--- src/fxdf_pkg.sv ---
// Shared types and constants for the frequency-translating decimating FIR.
// Used by fxdf_cmul and freq_xlating_decimating_fir_core; no dependencies.
package fxdf_pkg;

    localparam int SAMPLE_W     = 16;
    localparam int PROD_W       = 2 * SAMPLE_W + 1;   // ar*br - ai*bi
    localparam int TAP_IDX_W    = 6;
    localparam int DEC_W        = 7;
    localparam int DEC_MAX      = 64;
    localparam int CFG_IDX_W    = 2;
    localparam int IN_TDATA_W   = 72;
    localparam int OUT_TDATA_W  = 32;
    localparam int DEF_NUM_TAPS = 64;
    localparam int RND_HALF     = 16384;

    localparam logic signed [SAMPLE_W-1:0] SAT_MAX = 16'sh7FFF;
    localparam logic signed [SAMPLE_W-1:0] SAT_MIN = 16'sh8000;

    // configuration register indexes
    localparam logic [CFG_IDX_W-1:0] CFG_DECIMATION    = 2'd0;
    localparam logic [CFG_IDX_W-1:0] CFG_PHASE_STEP_RE = 2'd1;
    localparam logic [CFG_IDX_W-1:0] CFG_PHASE_STEP_IM = 2'd2;

    // command carried in tuser
    localparam logic CMD_SAMPLE    = 1'b0;
    localparam logic CMD_TAP_WRITE = 1'b1;

    typedef enum logic [2:0] {
        S_IDLE,
        S_MAC,
        S_DRAIN,
        S_ROT,
        S_PHS,
        S_WAIT,
        S_OUT
    } t_state;

    typedef struct packed {
        logic valid;   // result registers hold a new product
        logic busy;    // a product is somewhere in the pipe
    } t_mul_stat;

endpackage

--- src/fxdf_cmul.sv ---
// Shared complex multiplier: two register stages (products, then sums).
// Depends on fxdf_pkg.
module fxdf_cmul (
    input  logic                                 i_clk,
    input  logic                                 i_rst_n,
    input  logic                                 i_valid,
    input  logic signed [fxdf_pkg::SAMPLE_W-1:0] i_a_re,
    input  logic signed [fxdf_pkg::SAMPLE_W-1:0] i_a_im,
    input  logic signed [fxdf_pkg::SAMPLE_W-1:0] i_b_re,
    input  logic signed [fxdf_pkg::SAMPLE_W-1:0] i_b_im,
    output logic signed [fxdf_pkg::PROD_W-1:0]   o_re,
    output logic signed [fxdf_pkg::PROD_W-1:0]   o_im,
    output fxdf_pkg::t_mul_stat                  o_stat
);
    import fxdf_pkg::*;

    logic                              r_vld1;
    logic                              r_vld2;
    logic signed [2*SAMPLE_W-1:0]      r_p_rr;
    logic signed [2*SAMPLE_W-1:0]      r_p_ii;
    logic signed [2*SAMPLE_W-1:0]      r_p_ri;
    logic signed [2*SAMPLE_W-1:0]      r_p_ir;
    logic signed [PROD_W-1:0]          r_re;
    logic signed [PROD_W-1:0]          r_im;

    always_ff @(posedge i_clk) begin
        if (!i_rst_n) begin
            r_vld1 <= 1'b0;
            r_vld2 <= 1'b0;
        end else begin
            r_vld1 <= i_valid;
            r_vld2 <= r_vld1;
        end
    end

    always_ff @(posedge i_clk) begin
        r_p_rr <= i_a_re * i_b_re;
        r_p_ii <= i_a_im * i_b_im;
        r_p_ri <= i_a_re * i_b_im;
        r_p_ir <= i_a_im * i_b_re;
        r_re   <= PROD_W'(r_p_rr) - PROD_W'(r_p_ii);
        r_im   <= PROD_W'(r_p_ri) + PROD_W'(r_p_ir);
    end

    assign o_re        = r_re;
    assign o_im        = r_im;
    assign o_stat.valid = r_vld2;
    assign o_stat.busy  = r_vld1 | r_vld2;

endmodule

--- config.mk ---
export PLATFORM = sky130hd
export DESIGN_NAME = fxdf_cmul
export DESIGN_NICKNAME = d
export VERILOG_FILES = /design/src/fxdf_pkg.sv /design/src/fxdf_cmul.sv
export SDC_FILE = /design/constraint.sdc
export NUM_CORES = 2
export LEC_CHECK = 0
export ABC_AREA = 1
export BUFFER_PORTS_ARGS = -buffer_cell sky130_fd_sc_hd__buf_4
export CAP_MARGIN = 20
export CORE_ASPECT_RATIO = 1.5
export CORE_MARGIN = 2
export CORE_UTILIZATION = 30
export DETAILED_ROUTE_END_ITERATION = 12
export GPL_TIMING_DRIVEN = 1
export MAX_ROUTING_LAYER = met4
export SYNTH_ARGS = -nofsm -noshare
export SYNTH_HDL_FRONTEND = slang
export SYNTH_SLANG_ARGS = --single-unit
--- constraint.sdc ---
create_clock -name i_clk -period 13.55 [get_ports i_clk]
set_input_delay 0 -clock i_clk [delete_from_list [all_inputs] [get_ports i_clk]]
set_output_delay 0 -clock i_clk [all_outputs]
set_load 0.02 [all_outputs]
==> flow_metrics.py <==
metrics = {
    "clocking": {
        "cts.sinks": 196,
        "clk_transition_reported_paths_ns": 0.08,
        "cts_buffers": 25,
        "clk_latency_ns": 0.55,
        "cts_tree": "built",
        "cts_buffer_depth": 3,
        "ctsResizeCount": 0,
        "htree_levels": 4,
        "cts_setup_buffers": 0,
        "root_buffer": "clkbuf_16",
        "cts_hold_buf": 9,
    },
    "place": {
        "dp_hpwl_microns": 128100,
        "place.gp.congestion": 0.9134,
        "portBuffers": 134,
    },
    "layout": {
        "area_growth_pct": 7.697,
        "final-seq-area_sq_um": 3924,
        "drive_above_1_share_pct": 3.286,
        "final_util_pct": 32.56,
        "multi_input_area_sq_um": 39110,
        "fin_nets": 8532,
        "fill_cells": 18320,
    },
    "synthesis": {
        "synth.avg_cell_area_sq_um": 7.362,
        "synth.area.top_cells": "fa_1 41%, inv_1 16%, nand2_1 15%",
        "synth_ff_type": "dfxtp_1",
        "netlist.top_cell.by_area": "fa_1",
        "ys_types": 35,
        "synth_commonest_cells": "2,153 x inv_1, 2,071 x nand2_1, 1,050 x fa_1",
        "syn_nets": 8553,
        "postSynth.asyncResetShare_pct": 0,
        "synth_most_common_cell": "inv_1",
        "yosys_warnings": 0,
        "synth_top_area_share_pct": 40.54,
        "synth-edff-count": 0,
        "synthCells": 7044,
        "synth_seq_cells": 196,
        "ys_seq_area_share_pct": 7.567,
        "syn_area_sq_um": 51850,
    },
    "worst_setup_path": {
        "path_class": "in -> reg",
        "slowest_delay_ns": 0.58,
        "cp-start-kind": "primary input",
        "cpMostUsedCell": "fa_1",
        "startpoint": "i_a_re[0]",
        "slowest_stage": "dlygate4sd3_1",
        "r2r_slack_ns": 11.30,
        "arrival_ns": 5.88,
        "crit_family": "adder cells",
        "worst_r2r_path_depth": 13,
        "worstPathCellList": "dlygate4sd3_1 -> buf_4 -> inv_1 -> nand2_1 -> fa_1 -> fa_1 -> inv_1 -> fa_1 -> fa_1 -> fa_1 -> inv_1 -> fa_1 -> inv_1 -> ha_1 -> nand2_1 -> nor2_1 -> inv_1 -> nor2_2 -> nand4_1 -> nand4_1 -> nand2_1",
        "worstReg2RegEnd": "o_im[28]",
        "r2r_start": "r_p_ri[0]",
        "path_max_fanout": 31,
        "crit_required_ns": 13.92,
        "end_kind": "flip-flop",
        "cp_num_buf_inv": 7,
    },
    "floorplanning": {
        "initial_core_util_pct": 30.23,
        "pin_count": 135,
        "die-area_sq_um": 176300,
        "coreArea_sq_um": 171500,
        "rows": 186,
        "die_w_microns": 343.5,
        "die_height_microns": 513.2,
    },
    "sta": {
        "hold_viol": 0,
        "final-setup-viol-count": 0,
        "rsz0062_at_grt": "false",
        "timing.final.crit_share_pct": 40.64,
        "drv_slew": 0,
        "fmax_mhz": 181.6,
        "fin_crit_ns": 5.507,
        "finalSetupTns_ns": 0,
        "tightestPinTransition_ns": 0.6272,
        "clock_skew_ns": 0.03212,
        "slew_headroom_pct": 58.18,
    },
    "detailed_routing": {
        "vias": 42180,
        "drc": 0,
        "drt_first_pass_iters": 7,
        "vias_per_cell": 4.534,
        "drt-total-wl_microns": 152000,
        "drt-wirelength-per-cell_microns": 16.34,
        "final_antenna_net_count": 0,
        "drt_iter0_drc": 2177,
    },
    "global_route": {
        "grt_antenna_before_repair": 21,
        "grt_pass1_wl_microns": 245900,
        "overflow": 0,
        "grt_usage_pct": 18.36,
        "grt_pass1_vias": 46110,
        "grt_max_degree": 33,
    },
    "min_path": {
        "worstHoldStart": "i_rst_n",
        "hold_class": "in -> reg",
        "hold_depth": 4,
        "holdPathEnd": "r_vld2",
    },
    "flow_run": {
        "drv_cap": 0,
    },
    "status": {
        "status": "finished clean",
    },
}
routing by layer:
layer	global-route usage [%]	share of wire [%]	vias up
li1	-	-	19910
met1	20.61	39	21070
met2	33.35	53	958
met3	2.481	5.0	240
met4	5.713	3.1	0
met5	-	0	-
flip-flops by register name, summed over array words and instances, names as in the netlist:
name / cells
r_p_ri: 32
r_p_ii: 32
r_p_ir: 32
r_vld2: 1
r_vld1: 1
o_re: 33
o_im: 33
r_p_rr: 32
worst register-to-register path: cells and delay by family (launching register included):
| kind | cells | cell delay (ns) |
|---|---|---|
| DFF | 1 | 0.31 |
| adders and majority gates | 2 | 0.64 |
| buffers and inverters | 2 | 0.20 |
| and+or+nand+nor | 9 | 0.98 |
stage by stage:
stage	instance area (sq um)	std cells	hold slack (ns)	setup slack, ns
2_1_floorplan	51850	7044	0.09345	8.549
3_3_place_gp	54970	9243	0.1832	7.802
3_5_place_dp	54970	9243	0.1815	7.771
4_1_cts	55800	9285	0.1382	8.043
5_1_grt	55850	9304	0.1832	7.844
6_report	55850	9304	0.1872	8.043
layout make-up:
class	instances	share of cell area, %
repair buffers	145	1.990
clock inverters	6	0.1568
diodes	19	0.08514
flip-flops and latches	196	7.026
clock buffers	27	1.170
multi-input cells	4500	70.03
well taps	2256	5.054
inverters	2155	14.48
cells in the final DEF (no fill, tap or decap), types with 11 or more instances in the layout:
master     instances
a21oi_1          148
o21ai_0           42
nand3_1          203
inv_1           2153
ha_1             392
clkbuf_16         25
nor2_2            21
dfxtp_1          196
o21bai_1          37
xor2_1            95
xnor2_1           15
nor2_1           255
diode_2           19
nand2_1         2071
nand4_1           55
buf_4            136
fa_1            1050
nor3_2            11
nand2_2           20
nor3_1            38
cell families after synthesis:
group	synth area share (%)
buffers and inverters	17.01
and+or+nand+nor	21.01
xor gates and xnor gates	1.858
adders and majority gates	50.00
AOI/OAI and AO/OA	2.558
DFF	7.567
worst max-delay path by stage:
stage          slack (ns)          to  cells after the start
3_5_place_dp         7.77  r_p_ii[24]                     18
2_1_floorplan        8.55  r_p_rr[31]                     21
3_3_place_gp         7.80  r_p_ii[24]                     18
5_1_grt              7.84  r_p_ri[22]                     21
4_1_cts              8.04  r_p_ri[22]                     21
6_report             8.04  r_p_ri[22]                     21
Power is not shown: default switching activity piles up to over one toggle a cycle in this logic, so the estimate is an artifact.
